<file path="config.mk">
export PLATFORM = sky130hd
export DESIGN_NAME = tpdv_div_stage
export DESIGN_NICKNAME = d
export VERILOG_FILES = /design/src/design/tpdv_pkg.sv /design/src/design/tpdv_div_stage.sv
export SDC_FILE = /design/constraint.sdc
export NUM_CORES = 1
export LEC_CHECK = 0
export BUFFER_PORTS_ARGS = -buffer_cell sky130_fd_sc_hd__buf_4
export CORE_MARGIN = 10
export CORE_UTILIZATION = 58
export CTS_BUF_LIST = sky130_fd_sc_hd__clkbuf_4 sky130_fd_sc_hd__clkbuf_8
export DETAILED_ROUTE_END_ITERATION = 10
export PLACE_DENSITY_LB_ADDON = 0.05
export SETUP_SLACK_MARGIN = 0.2
export SLEW_MARGIN = 30
export SYNTH_ARGS = -nofsm -noshare
export SYNTH_HDL_FRONTEND = slang
export SYNTH_SLANG_ARGS = --single-unit
export TNS_END_PERCENT = 5
</file>
<file path="constraint.sdc">
create_clock -name clk -period 2.6 [get_ports clk]
set_clock_uncertainty 0.2 [all_clocks]
set_input_delay 0.52 -clock clk [delete_from_list [all_inputs] [get_ports clk]]
set_output_delay 0.52 -clock clk [all_outputs]
set_load 0.01 [all_outputs]
</file>
<file path="src/design/tpdv_pkg.sv">
package tpdv_pkg;

	localparam int DIV_STEPS = 3;
	localparam int DIV_STAGES = 6;
	localparam int QW = DIV_STEPS * DIV_STAGES;

	localparam logic [1:0] REG_HALF = 2'd0;
	localparam logic [1:0] REG_MAX = 2'd1;
	localparam logic [1:0] REG_MIN = 2'd2;

	typedef struct packed {
		logic [15:0]   r;
		logic [QW-1:0] low;
		logic [QW-1:0] q;
	} div_t;

	typedef div_t [2:0] div3_t;

	typedef struct packed {
		logic             frac;
		logic [2:0]       vsign;
		logic [2:0]       ovf;
		logic [2:0][16:0] fr;
	} side_t;

	function automatic div_t div_step(div_t d, logic [15:0] bus);
		logic [16:0] t;
		div_t o;
		t = {d.r, d.low[QW-1]};
		o.low = {d.low[QW-2:0], 1'b0};
		if (t >= {1'b0, bus}) begin
			o.r = 16'(t - {1'b0, bus});
			o.q = {d.q[QW-2:0], 1'b1};
		end else begin
			o.r = t[15:0];
			o.q = {d.q[QW-2:0], 1'b0};
		end
		return o;
	endfunction

endpackage

</file>
<file path="src/design/tpdv_div_stage.sv">
module tpdv_div_stage (
	input  logic                clk,
	input  logic                arst_n,
	input  logic                en,
	input  logic                vin,
	input  tpdv_pkg::div3_t     din,
	input  tpdv_pkg::side_t     side_in,
	input  logic [15:0]         bus_in,
	output logic                vout,
	output tpdv_pkg::div3_t     dout,
	output tpdv_pkg::side_t     side_out,
	output logic [15:0]         bus_out
);

	tpdv_pkg::div3_t nxt;

	always_comb begin
		nxt = din;
		for (int c = 0; c < 3; c++) begin
			for (int k = 0; k < tpdv_pkg::DIV_STEPS; k++) begin
				nxt[c] = tpdv_pkg::div_step(nxt[c], bus_in);
			end
		end
	end

	always_ff @(posedge clk or negedge arst_n) begin
		if (!arst_n) begin
			vout <= 1'b0;
		end else if (en) begin
			vout <= vin;
		end
	end

	always_ff @(posedge clk) begin
		if (en) begin
			dout <= nxt;
			side_out <= side_in;
			bus_out <= bus_in;
		end
	end

endmodule

</file>
==> metrics.md, run 1 <==
| Metric | Value |
|---|---|
| Log Error | `[ERROR DPL-0038] Utilization greater than 100%, impossible to legalize` |
| I/O pin count | `465` |
| Cell variety after synth | `82` |
| Largest area contributor in the netlist | `edfxtp_1` |
| Area contributors post-synth | `edfxtp_1, ha_1, mux2_2` |
| Post-DP Area | `22900 µm²` |
| Syn avg cell area | `11.4 µm²` |
| Status | `aborted with a tool error` |
| Post-synth top flop | `edfxtp_1` |
| Setup Buffers After CTS | `51` |
| Total CTS buffers | `38` |
| Yosys warns | `0` |
| I/O Buffers | `446` |
| Synth top area share | `0.434` |
| Async SR Flop Fraction | `0.00450` |
| H-tree depth | `2` |
| Inst Count DP | `2606` |
| Post-CTS Hold Buffers | `160` |
| Clock net sink count | `around 220` |
| Synthesized flop and latch total | `222` |
| FP Rows | `between 50 and 60` |
| Failed at | `clock tree synthesis (4_1_cts)` |
| Sequential-to-total area share from yosys stat | `0.435` |
| GP Congestion | `0.982` |
| Post-DP HPWL | `56400 µm` |
| CTS Buffer Depth | `3` |
| Cells after Synth | `1347` |
| Gates resized, CTS repair | `146` |
| Syn Std Cell Area | `15300 µm²` |
| Post-synth EDFFs | `221` |
| Die X | `between 150 and 200 µm` |
| Die Y | `182 µm` |
| Initial Utilization | `0.589` |
| Root buffer cell | `clkbuf_8` |
[cells in the mapped netlist (5+ instances only)]
master    instances
and2_1            6
fa_1              9
buf_6             7
o21a_1           33
xor2_1           33
or3_1             9
nor2_1           86
nand4_1          22
mux2i_1          16
a21o_1           34
ha_1            144
o31a_1            6
inv_1            64
nand2b_1         20
o211ai_1          7
o31ai_1          10
a31oi_1          11
nand3_1          20
xnor2_1          70
edfxtp_1        221
mux2_4           14
buf_4            11
nand2_1          53
mux2_2           81
nor3_1           35
o21ai_0          60
o311ai_0          5
mux2_1            9
a21oi_1          99
a211oi_1         13
o21bai_1          8
nor2b_1          31
and3_1           11
[metrics by stage]
| stage | setup slack, ns | hold WS, ns | util | setup TNS, ns |
|---|---|---|---|---|
| 3_3_place_gp | -4.87 | 0.0955 | 0.882 | -250.88 |
| 3_5_place_dp | -5.35 | 0.0985 | 0.882 | -274.28 |
| 2_1_floorplan | -4.85 | 0.0244 | - | -249.16 |
[cell families after synthesis]
logic type | Yosys count | synth area share
compound gates | 337 | 0.149
simple gates | 318 | 0.105
flops | 222 | 0.435
fa+ha+maj | 153 | 0.129
mux | 122 | 0.0934
xor+xnor | 103 | 0.0589
buf+inv | 91 | 0.0290
other cells | 1 | 0.000245
==> run 2, diff against run 1 <==
--- a/config.mk
+++ b/config.mk
@@ -7,11 +7,9 @@
 export LEC_CHECK = 0
 export BUFFER_PORTS_ARGS = -buffer_cell sky130_fd_sc_hd__buf_4
 export CORE_MARGIN = 10
-export CORE_UTILIZATION = 58
-export CTS_BUF_LIST = sky130_fd_sc_hd__clkbuf_4 sky130_fd_sc_hd__clkbuf_8
+export CORE_UTILIZATION = 40
 export DETAILED_ROUTE_END_ITERATION = 10
-export PLACE_DENSITY_LB_ADDON = 0.05
-export SETUP_SLACK_MARGIN = 0.2
+export PLACE_DENSITY_LB_ADDON = 0.15
 export SLEW_MARGIN = 30
 export SYNTH_ARGS = -nofsm -noshare
 export SYNTH_HDL_FRONTEND = slang
==> run 2 against run 1 <==
Compared with the run above: the flow now finishes, with violations (setup timing); synthesized cell count stayed put; area after synthesis stayed put.
==> metrics.md, run 2 <==
| Metric | Value |
|---|---|
| Largest area contributor in the netlist | `edfxtp_1 (unchanged)` |
| Tot GR Track Use | `0.265` |
| Most Frequent Cell on Critical Path | `a21o_1` |
| Largest net degree at the start of global routing | `70` |
| Biggest registers after layout | `dout: 147 flops, side_out: 58 flops, bus_out: 16 flops` |
| Sequential group share of total power | `0.226` |
| Post-synth EDFFs | `221 (unchanged)` |
| CTS Buffer Depth | `3 (unchanged)` |
| Switch Pwr | `around 8000 µW` |
| Via Count | `15600` |
| # DRC | `0` |
| Final setup vio count | `54` |
| Synthesized flop and latch total | `222 (unchanged)` |
| Latest clock arrival within the worst-skew pair | `0.54 ns` |
| Cell with the most instances after synthesis | `edfxtp_1 (unchanged)` |
| Layout cell share with drive strength beyond 1 | `0.497` |
| Vias in the first global route | `16200` |
| Die X | `216 µm (was 182 µm)` |
| Pre-antenna DRT Iters | `5` |
| First-pass GRT wire length | `96600 µm` |
| Register name with the most flops | `dout` |
| Crit path largest cell delay | `0.34 ns` |
| DRT antenna net count | `0` |
| H-tree depth | `1 (was 2)` |
| Cell area after layout | `26800 µm²` |
| Leading cell types by count after synthesis | `edfxtp_1, ha_1, a21oi_1 (unchanged)` |
| Sw Share | `0.350` |
| Syn Std Cell Area | `15300 µm² (unchanged)` |
| Total CTS buffers | `25 (was 38)` |
| Pwr Density | `853 nW/µm²` |
| Core Area | `37700 µm²` |
| Initial Utilization | `0.406 (was 0.589)` |
| Sequential-to-total area share from yosys stat | `0.435 (unchanged)` |
| Setup WS post-layout | `-4.25 ns` |
| Post-synth top flop | `edfxtp_1 (unchanged)` |
| LEAKAGE | `0.0122 µW` |
| Cells after Synth | `1347 (unchanged)` |
| CTS tree | `yes` |
| Commonest non-fill, non-tap cells in the layout | `buf_4, edfxtp_1, dlygate4sd3_1` |
| Total chip power | `22800 µW` |
| P_int | `14800 µW` |
| R2R Setup Slk | `1.65 ns` |
| Clock net sink count | `222 (unchanged)` |
| Worst setup SP type | `input pin` |
| Full die area | `46500 µm²` |
| Achievable Freq | `around 0.15 GHz` |
| Max-slew violation count | `0` |
| Final wirelength | `64300 µm` |
| Max cap viols | `0` |
| Worst Tran Pin Value | `0.559 ns` |
| Layout Nets | `2936` |
| Largest register FFs | `147` |
| Comb power frac | `0.624` |
| Slowest cell on the critical path | `o41a_1` |
| Fin. Hold Viols | `0` |
| Commonest non-fill, non-tap cell in the layout | `buf_4` |
| Critical Path RT | `2.69 ns` |
| FP Rows | `71 (was 59)` |
| Crit path max fanout | `8` |
| Worst path arrival time | `6.94 ns` |
| Status | `finished with violations (was aborted with a tool error)` |
| Synth top area share | `0.434 (unchanged)` |
| Die Y | `216 µm (was 182 µm)` |
| Core Util, Final | `0.711` |
| Post-DP HPWL | `48900 µm (was 56400 µm)` |
| Routed vias/inst | `5.06` |
| Iter 0 DRT Violations | `931` |
| Post-DP Area | `23500 µm² (was 22900 µm²)` |
| Yosys warns | `0 (unchanged)` |
| Critical path type | `in2reg` |
| Root buffer cell | `clkbuf_16 (was clkbuf_8)` |
| Area growth from synthesis to layout | `74.9%` |
| Violated checks | `setup timing` |
| Clock power share | `0.150` |
| RSZ-0062 raised after global routing | `true` |
| Syn avg cell area | `11.4 µm² (unchanged)` |
| Async SR Flop Fraction | `0.00450 (unchanged)` |
| Area contributors post-synth | `edfxtp_1, ha_1, mux2_2 (unchanged)` |
| Cell variety after synth | `82 (unchanged)` |
| Clk pin slew, worst setup/hold paths | `0.06 ns` |
| Wire per inst | `20.9 µm` |
| Hold/Removal Path Class | `in2reg` |
| I/O Buffers | `446 (unchanged)` |
| Peak supply drop | `0.000785 V` |
| Crit. End Element | `flip-flop` |
| Min cycle time layout | `around 6.8 ns` |
| I/O pin count | `465 (unchanged)` |
| Grt ovf | `0` |
| GP Congestion | `0.933 (was 0.982)` |
| Relative slew slack | `0.626` |
| Final period util | `2.63` |
| Initial antenna violation count | `5` |
[run 2: cell counts after synthesis]
Identical to the previous run, type by type.
[run 2: cells by family (layout without fill, tap and decap cells)]
kind of cell,count (synthesis),count (layout),share of synthesized area
compound gates,337,338,0.149
simple gates,318,318,0.105
flops,222,222,0.435
fa+ha+maj,153,153,0.129
mux,122,122,0.0934
xor+xnor,103,103,0.0589
buf+inv,91,1300,0.0290
other cells,1,13,0.000245
[run 2: metal layers]
layer | vias to the layer above | track usage | part of all wire
met5 | - | 0 | 0.00016
met4 | 2 | 0.0697 | 0.023
met3 | 81 | 0.0452 | 0.052
met2 | 461 | 0.480 | 0.51
met1 | 7504 | 0.318 | 0.42
li1 | 7546 | - | -
[run 2: cell type report]
| class | instances | area (µm²) |
|---|---|---|
| inverter | 65 | 264 |
| clock buffer | 30 | 644 |
| fill | 2809 | 10900 |
| tap | 511 | 639 |
| multi-input combinational | 1043 | 8880 |
| sequential | 222 | 6660 |
| clock inverter | 13 | 129 |
| timing repair buffer | 1192 | 9540 |
| antenna | 4 | 10.0 |
[run 2: timing repair]
item,in CTS,in global routing
hold buffers,160,0
hold endpoints to repair,160,0
gates resized for setup,80,38
pin swaps,20,22
endpoints found under the setup margin,54,55
cloned,1,0
setup buffers,31,10
[run 2: power by group through the flow]
stage	Sequential [µW]	Clock [µW]	Combinational, µW
3_3_place_gp	5200	0	12900
2_1_floorplan	5540	0	6840
3_5_place_dp	5200	0	13200
4_1_cts	5140	3470	14000
6_report	5160	3420	14200
5_1_grt	5220	3620	15400
[run 2: stage by stage]
stage	instances	setup WS, ns	hold WS, ns	TNS [ns]
after floorplan	1355	-4.85	0.0244	-249.16
after global placement	2831	-4.92	0.0968	-252.54
after detailed placement	2831	-5.07	0.0975	-258.50
after CTS	3066	-4.13	0.00430	-211.02
after global routing	3080	-4.51	0.00139	-225.21
final	3080	-4.25	0.0140	-210.58
[run 2: path summary, 6_finish.rpt]
kind,from,depth (start not counted),to
worst max-delay path,bus_in[3],31,dout[146]
worst min-delay path,vin,2,vout
worst min register to register,vout,1,vout
min in group asynchronous,arst_n,2,vout
worst max register to register,vout,1,vout
max in group asynchronous,arst_n,2,vout
[run 2: critical path, delay by kind of cell]
family	cells	cell delay (ns)
compound gates	16	3.44
buf+inv	7	0.95
mux	3	0.90
fa+ha+maj	3	0.70
simple gates	2	0.42
No activity file was read; power rests on OpenSTA's default activity.
==> run 3, diff against run 2 <==
--- a/config.mk
+++ b/config.mk
@@ -7,9 +7,10 @@
 export LEC_CHECK = 0
 export BUFFER_PORTS_ARGS = -buffer_cell sky130_fd_sc_hd__buf_4
 export CORE_MARGIN = 10
-export CORE_UTILIZATION = 40
+export CORE_UTILIZATION = 44
 export DETAILED_ROUTE_END_ITERATION = 10
 export PLACE_DENSITY_LB_ADDON = 0.15
+export REMOVE_ABC_BUFFERS = 1
 export SLEW_MARGIN = 30
 export SYNTH_ARGS = -nofsm -noshare
 export SYNTH_HDL_FRONTEND = slang
==> run 3 against run 2 <==
Compared with the run above: via count increased by 1.6%; fmax shrank 0.85%; sequential cell count unchanged; clock power increased by 7.6%; non-clock buffer count shrank 5; routed wire length increased by 0.31%; critical path depth fell by 1; die area down 8.3%; cell count down 1.9%; core utilization rose by 8.0 points; sequential share of layout area is 0.42 points lower; the flow still finishes with violations (setup timing).
==> metrics.md, run 3 (same netlist as run 2, synthesis figures left out) <==
| Metric | Value |
|---|---|
| Status | `finished with violations (unchanged)` |
| Violated checks | `setup timing (unchanged)` |
| Switch Pwr | `8360 µW (was 7980 µW)` |
| Hold/Removal Path Class | `in2reg (unchanged)` |
| Initial antenna violation count | `6 (was 5)` |
| Final Non-Filler Cells | `3023 (was 3080)` |
| I/O pin count | `465 (unchanged)` |
| Biggest registers after layout | `dout: 147 flops, side_out: 58 flops, bus_out: 16 flops (unchanged)` |
| Comb power frac | `0.632 (was 0.624)` |
| Commonest non-fill, non-tap cells in the layout | `buf_4, edfxtp_1, dlygate4sd3_1 (unchanged)` |
| Layout Nets | `2932 (was 2936)` |
| Most Frequent Cell on Critical Path | `a21o_1 (unchanged)` |
| Wire per inst | `21.3 µm (was 20.9 µm)` |
| Total CTS buffers | `25 (unchanged)` |
| R2R Setup Slk | `1.65 ns (about the same)` |
| Setup WS post-layout | `-4.30 ns (was -4.25 ns)` |
| Layout cell share with drive strength beyond 1 | `0.511 (was 0.497)` |
| Die X | `207 µm (was 216 µm)` |
| Fillers | `2168 (was 2809)` |
| Area growth from synthesis to layout | `77.9% (was 74.9%)` |
| Tot GR Track Use | `0.282 (was 0.265)` |
| RSZ-0062 raised after global routing | `true (unchanged)` |
| Clock power share | `0.153 (was 0.150)` |
| DRT antenna net count | `0 (unchanged)` |
| Grt ovf | `0 (unchanged)` |
| Worst setup SP type | `input pin (unchanged)` |
| Sw Share | `0.349 (was 0.350)` |
| # DRC | `0 (unchanged)` |
| Pre-antenna DRT Iters | `5 (unchanged)` |
| Die Y | `207 µm (was 216 µm)` |
| Pwr Density | `881 nW/µm² (was 853 nW/µm²)` |
| Root buffer cell | `clkbuf_16 (unchanged)` |
| Crit. End Element | `flip-flop (unchanged)` |
| Vias in the first global route | `16500 (was 16200)` |
| I/O Buffers | `446 (unchanged)` |
| Sequential group share of total power | `0.215 (was 0.226)` |
| Final wirelength | `64500 µm (was 64300 µm)` |
| Reg area | `6660 µm² (unchanged)` |
| Core Area | `34500 µm² (was 37700 µm²)` |
| Area of the multi-input gates | `9250 µm² (was 8880 µm²)` |
| Largest net degree at the start of global routing | `63 (was 70)` |
| Final period util | `2.66 (was 2.63)` |
| Crit path largest cell delay | `0.43 ns (was 0.34 ns)` |
| Achievable Freq | `0.145 GHz (was 0.146 GHz)` |
| Critical Path RT | `2.68 ns (was 2.69 ns)` |
| Post-DP HPWL | `47100 µm (was 48900 µm)` |
| Peak supply drop | `0.000699 V (was 0.000785 V)` |
| Full die area | `42600 µm² (was 46500 µm²)` |
| Commonest non-fill, non-tap cell in the layout | `buf_4 (unchanged)` |
| Latest clock arrival within the worst-skew pair | `0.53 ns (was 0.54 ns)` |
| CTS tree | `yes (unchanged)` |
| Final setup vio count | `54 (unchanged)` |
| First-pass GRT wire length | `93300 µm (was 96600 µm)` |
| Min cycle time layout | `6.90 ns (was 6.85 ns)` |
| Clock net sink count | `222 (unchanged)` |
| Inst Count DP | `2769 (was 2831)` |
| P_int | `15600 µW (was 14800 µW)` |
| Critical path type | `in2reg (unchanged)` |
| Register name with the most flops | `dout (unchanged)` |
| Routed vias/inst | `5.24 (was 5.06)` |
| LEAKAGE | `0.0123 µW (was 0.0122 µW)` |
| Fin. Hold Viols | `0 (unchanged)` |
| CTS Buffer Depth | `3 (unchanged)` |
| Max-slew violation count | `0 (unchanged)` |
| H-tree depth | `1 (unchanged)` |
| Crit path max fanout | `5 (was 8)` |
| Slowest cell on the critical path | `fa_1 (was o41a_1)` |
| Worst path arrival time | `6.98 ns (was 6.94 ns)` |
| Largest register FFs | `147 (unchanged)` |
| Relative slew slack | `0.475 (was 0.626)` |
| WHS | `0.0546 ns (was 0.0140 ns)` |
| Clk pin slew, worst setup/hold paths | `0.06 ns (about the same)` |
| FP Rows | `68 (was 71)` |
| Via Count | `15800 (was 15600)` |
| Worst Tran Pin Value | `0.784 ns (was 0.559 ns)` |
| GP Congestion | `0.944 (was 0.933)` |
| Initial Utilization | `0.444 (was 0.406)` |
| Max cap viols | `0 (unchanged)` |
| Iter 0 DRT Violations | `910 (was 931)` |
-- run 3: changes by cell type in the layout (fill, tap and decap cells not counted), moves of 8 or more --
cell | previous run | this run
ha_4 | 12 | 30
buf_4 | 1007 | 988
a21oi_1 | 89 | 81
ha_1 | 130 | 110
-- run 3: per-stage QoR --
step | power, µW | utilization | setup slack, ns | TNS [ns] | area, µm²
floorplan | 12100 | - | -5.62 | -285.67 | 15100
global placement | 18000 | 0.674 | -5.13 | -259.07 | 23200
detailed placement | 18300 | 0.674 | -5.36 | -271.77 | 23200
CTS | 22900 | 0.766 | -4.32 | -219.22 | 26400
global route | 25400 | 0.790 | -4.51 | -231.35 | 27200
finish | 24000 | 0.790 | -4.30 | -219.86 | 27200
-- run 3: layout make-up --
type | instances | share of cell area
multi-input cells | 1044 | 0.340
inverters | 65 | 0.00997
repair buffers | 1187 | 0.353
clock inverters | 20 | 0.00790
clock buffers | 25 | 0.0230
flip-flops and latches | 222 | 0.245
well taps | 455 | 0.0209
diodes | 5 | 0.000460
-- run 3: path summary, 6_finish.rpt --
kind / start / end / cells past startpoint
max in group asynchronous: arst_n / vout / 2
worst max-delay path: bus_in[1] / dout[151] / 30
worst min-delay path: bus_in[11] / bus_out[11] / 2
worst min register to register: vout / vout / 1
min in group asynchronous: arst_n / vout / 2
worst max register to register: vout / vout / 1
-- run 3: power by group through the flow --
stage	combinational [µW]	clock, µW	sequential (µW)
after global routing	16300	3880	5210
final	15100	3680	5150
after CTS	14100	3690	5130
after detailed placement	13100	0	5200
after floorplan	6540	0	5540
after global placement	12800	0	5180
-- run 3: repair_timing --
item	CTS	global route
setup buffers	22	16
endpoints found under the setup margin	54	54
hold buffers	163	0
resized for setup	98	109
pin swaps	30	50
cloned	2	2
hold endpoints to repair	163	0
-- run 3: metal layers --
| metal | global-route usage | wire [µm] | vias to the layer above |
|---|---|---|---|
| li1 | - | - | 7563 |
| met1 | 0.320 | 24200 | 7615 |
| met2 | 0.516 | 33500 | 540 |
| met3 | 0.0611 | 4770 | 124 |
| met4 | 0.0923 | 1960 | 2 |
| met5 | 0 | 13 | - |
-- run 3: critical path, delay by kind of cell --
family / cells / cell delay (ns)
buf+inv: 5 / 0.57
fa+ha+maj: 3 / 0.86
simple gates: 2 / 0.43
mux: 3 / 0.93
xor+xnor: 1 / 0.17
compound gates: 16 / 3.47
==> run 4, diff against run 3 <==
--- a/config.mk
+++ b/config.mk
@@ -9,7 +9,7 @@
 export CORE_MARGIN = 10
 export CORE_UTILIZATION = 44
 export DETAILED_ROUTE_END_ITERATION = 10
-export PLACE_DENSITY_LB_ADDON = 0.15
+export PLACE_DENSITY = 0.69
 export REMOVE_ABC_BUFFERS = 1
 export SLEW_MARGIN = 30
 export SYNTH_ARGS = -nofsm -noshare
==> run 4 against run 3 <==
Compared with the run above: the flow still finishes with violations (setup timing); first-iteration DRC count is 7.4% higher; via count is 2.0% higher; core utilization is 0.30 points lower; largest cell class unchanged; highest routed layer unchanged.
==> metrics.md, run 4 (same netlist as run 2, synthesis figures left out) <==
| Metric | Value |
|---|---|
| Pre-antenna DRT Iters | `5 (unchanged)` |
| Biggest registers after layout | `dout: 147 flops, side_out: 58 flops, bus_out: 16 flops (unchanged)` |
| First-pass GRT wire length | `96000 µm (was 93300 µm)` |
| I/O pin count | `465 (unchanged)` |
| Total chip power | `23500 µW (was 24000 µW)` |
| Commonest non-fill, non-tap cells in the layout | `buf_4, edfxtp_1, dlygate4sd3_1 (unchanged)` |
| H-tree depth | `1 (unchanged)` |
| Largest net degree at the start of global routing | `68 (was 63)` |
| Root buffer cell | `clkbuf_16 (unchanged)` |
| Register name with the most flops | `dout (unchanged)` |
| CTS tree | `yes (unchanged)` |
| Achievable Freq | `0.145 GHz (about the same)` |
| Min cycle time layout | `6.91 ns (was 6.90 ns)` |
| Inst Count DP | `2758 (was 2769)` |
| Via Count | `16200 (was 15800)` |
| Status | `finished with violations (unchanged)` |
| Final Non-Filler Cells | `3035 (was 3023)` |
| Layout Nets | `2945 (was 2932)` |
| Initial Utilization | `0.444 (unchanged)` |
| Final wirelength | `67000 µm (was 64500 µm)` |
| Relative slew slack | `0.509 (was 0.475)` |
| Post-DP HPWL | `49000 µm (was 47100 µm)` |
| Hold wc startpoint | `bus_in[14] (was bus_in[11])` |
| Full die area | `42600 µm² (unchanged)` |
| WHS | `0.0290 ns (was 0.0546 ns)` |
| Worst path arrival time | `6.99 ns (was 6.98 ns)` |
| DRT antenna net count | `0 (unchanged)` |
| GP Congestion | `0.975 (was 0.944)` |
| I/O Buffers | `446 (unchanged)` |
| Max cap viols | `0 (unchanged)` |
| Fin. Hold Viols | `0 (unchanged)` |
| Slowest cell on the critical path | `a211o_4 (was fa_1)` |
| Worst Tran Pin Value | `0.734 ns (was 0.784 ns)` |
| Latest clock arrival within the worst-skew pair | `0.52 ns (was 0.53 ns)` |
| CTS Buffer Depth | `3 (unchanged)` |
| Pwr Density | `867 nW/µm² (was 881 nW/µm²)` |
| Area growth from synthesis to layout | `77.2% (was 77.9%)` |
| Most Frequent Cell on Critical Path | `buf_4 (was a21o_1)` |
| Critical Path Start | `bus_in[10] (was bus_in[1])` |
| Final period util | `2.66 (about the same)` |
| Hold/Removal Path Class | `in2reg (unchanged)` |
| Routed vias/inst | `5.33 (was 5.24)` |
| Iter 0 DRT Violations | `977 (was 910)` |
| Vias in the first global route | `16500 (about the same)` |
| Peak supply drop | `0.000637 V (was 0.000699 V)` |
| Reg2reg start | `vout (unchanged)` |
| Critical path type | `in2reg (unchanged)` |
| RSZ-0062 raised after global routing | `true (unchanged)` |
| FP Rows | `68 (unchanged)` |
| # DRC | `0 (unchanged)` |
| LEAKAGE | `0.0123 µW (about the same)` |
| Layout cell share with drive strength beyond 1 | `0.513 (was 0.511)` |
| Critical Path RT | `2.68 ns (about the same)` |
| Crit path largest cell delay | `0.37 ns (was 0.43 ns)` |
| Grt ovf | `0 (unchanged)` |
| Crit path max fanout | `10 (was 5)` |
| Die Y | `207 µm (unchanged)` |
| Violated checks | `setup timing (unchanged)` |
| Total CTS buffers | `24 (was 25)` |
| Dpl ws | `-5.35 ns (was -5.36 ns)` |
| Max-slew violation count | `0 (unchanged)` |
| Crit. End Element | `flip-flop (unchanged)` |
| Core Area | `34500 µm² (unchanged)` |
| Worst setup SP type | `input pin (unchanged)` |
| Largest register FFs | `147 (unchanged)` |
| Clk pin slew, worst setup/hold paths | `0.06 ns (about the same)` |
| Wire per inst | `22.1 µm (was 21.3 µm)` |
| Setup TNS | `-220.33 ns (was -219.86 ns)` |
| Final setup vio count | `54 (unchanged)` |
| Tot GR Track Use | `0.293 (was 0.282)` |
| Commonest non-fill, non-tap cell in the layout | `buf_4 (unchanged)` |
| Clock net sink count | `222 (unchanged)` |
| Die X | `207 µm (unchanged)` |
| Initial antenna violation count | `5 (was 6)` |
| Setup WS post-layout | `-4.31 ns (was -4.30 ns)` |
-- run 4: changes by cell type in the layout (fill, tap and decap cells not counted), moves of 3 or more --
cell,delta
ha_2,-3
buf_4,+23
buf_8,+3
clkbuf_1,+7
nor3_2,+3
mux2i_2,+4
mux2_4,-3
mux2_2,+4
nor3_1,-3
buf_6,-5
ha_1,+4
dlygate4sd3_1,-5
clkinv_2,-4
mux2i_4,-4
-- run 4: final timing paths --
path                          endpoint  slack, ns  cells past startpoint
max in group asynchronous         vout       2.01                      2
max                           dout[42]      -4.31                     36
min in group asynchronous         vout       0.11                      2
min                        bus_out[14]       0.03                      2
max reg2reg                       vout       1.65                      1
min reg2reg                       vout       0.32                      1
-- run 4: routing by layer --
layer,global-route usage,up-vias,wire (µm)
li1,-,7582,-
met1,0.347,7838,26100
met2,0.505,612,33000
met3,0.0621,132,5110
met4,0.122,4,2670
met5,0.0115,-,80
-- run 4: worst max-delay path, delay by kind of cell --
| kind | cells | cell delay [ns] |
|---|---|---|
| buffers and inverters | 9 | 1.18 |
| adder cells (fa/ha/maj) | 3 | 0.85 |
| multiplexers | 3 | 0.56 |
| AO/OA/AOI/OAI | 15 | 3.06 |
| AND/OR/NAND/NOR | 6 | 0.80 |
-- run 4: cell type report --
type / instances / area, µm²
clock buffers: 31 / 627
well taps: 455 / 569
inverters: 65 / 275
multi-input cells: 1045 / 9160
fillers: 2176 / 7330
clock inverters: 12 / 151
diodes: 5 / 12.5
flip-flops and latches: 222 / 6660
repair buffers: 1200 / 9670
-- run 4: report_power, final --
part           switching [µW]  internal [µW]  leakage [µW]
logic                    6550           8300       0.00972
registers                 224           4950       0.00218
clock network            1480           2010      0.000375
total                    8250          15300        0.0123
-- run 4: through the flow --
| stage | instance area (µm²) | utilization |
|---|---|---|
| after floorplan | 15100 | - |
| after global placement | 23100 | 0.671 |
| after detailed placement | 23100 | 0.671 |
| after CTS | 26300 | 0.763 |
| after global routing | 27100 | 0.787 |
| final | 27100 | 0.787 |
-- run 4: repair_timing --
action | 4_1_cts | 5_1_grt
resized for setup | 111 | 85
setup buffers | 30 | 37
endpoints found under the setup margin | 54 | 54
endpoints found under the hold margin | 158 | 0
pin swaps | 31 | 48
hold buffers | 158 | 0
cloned | 3 | 1
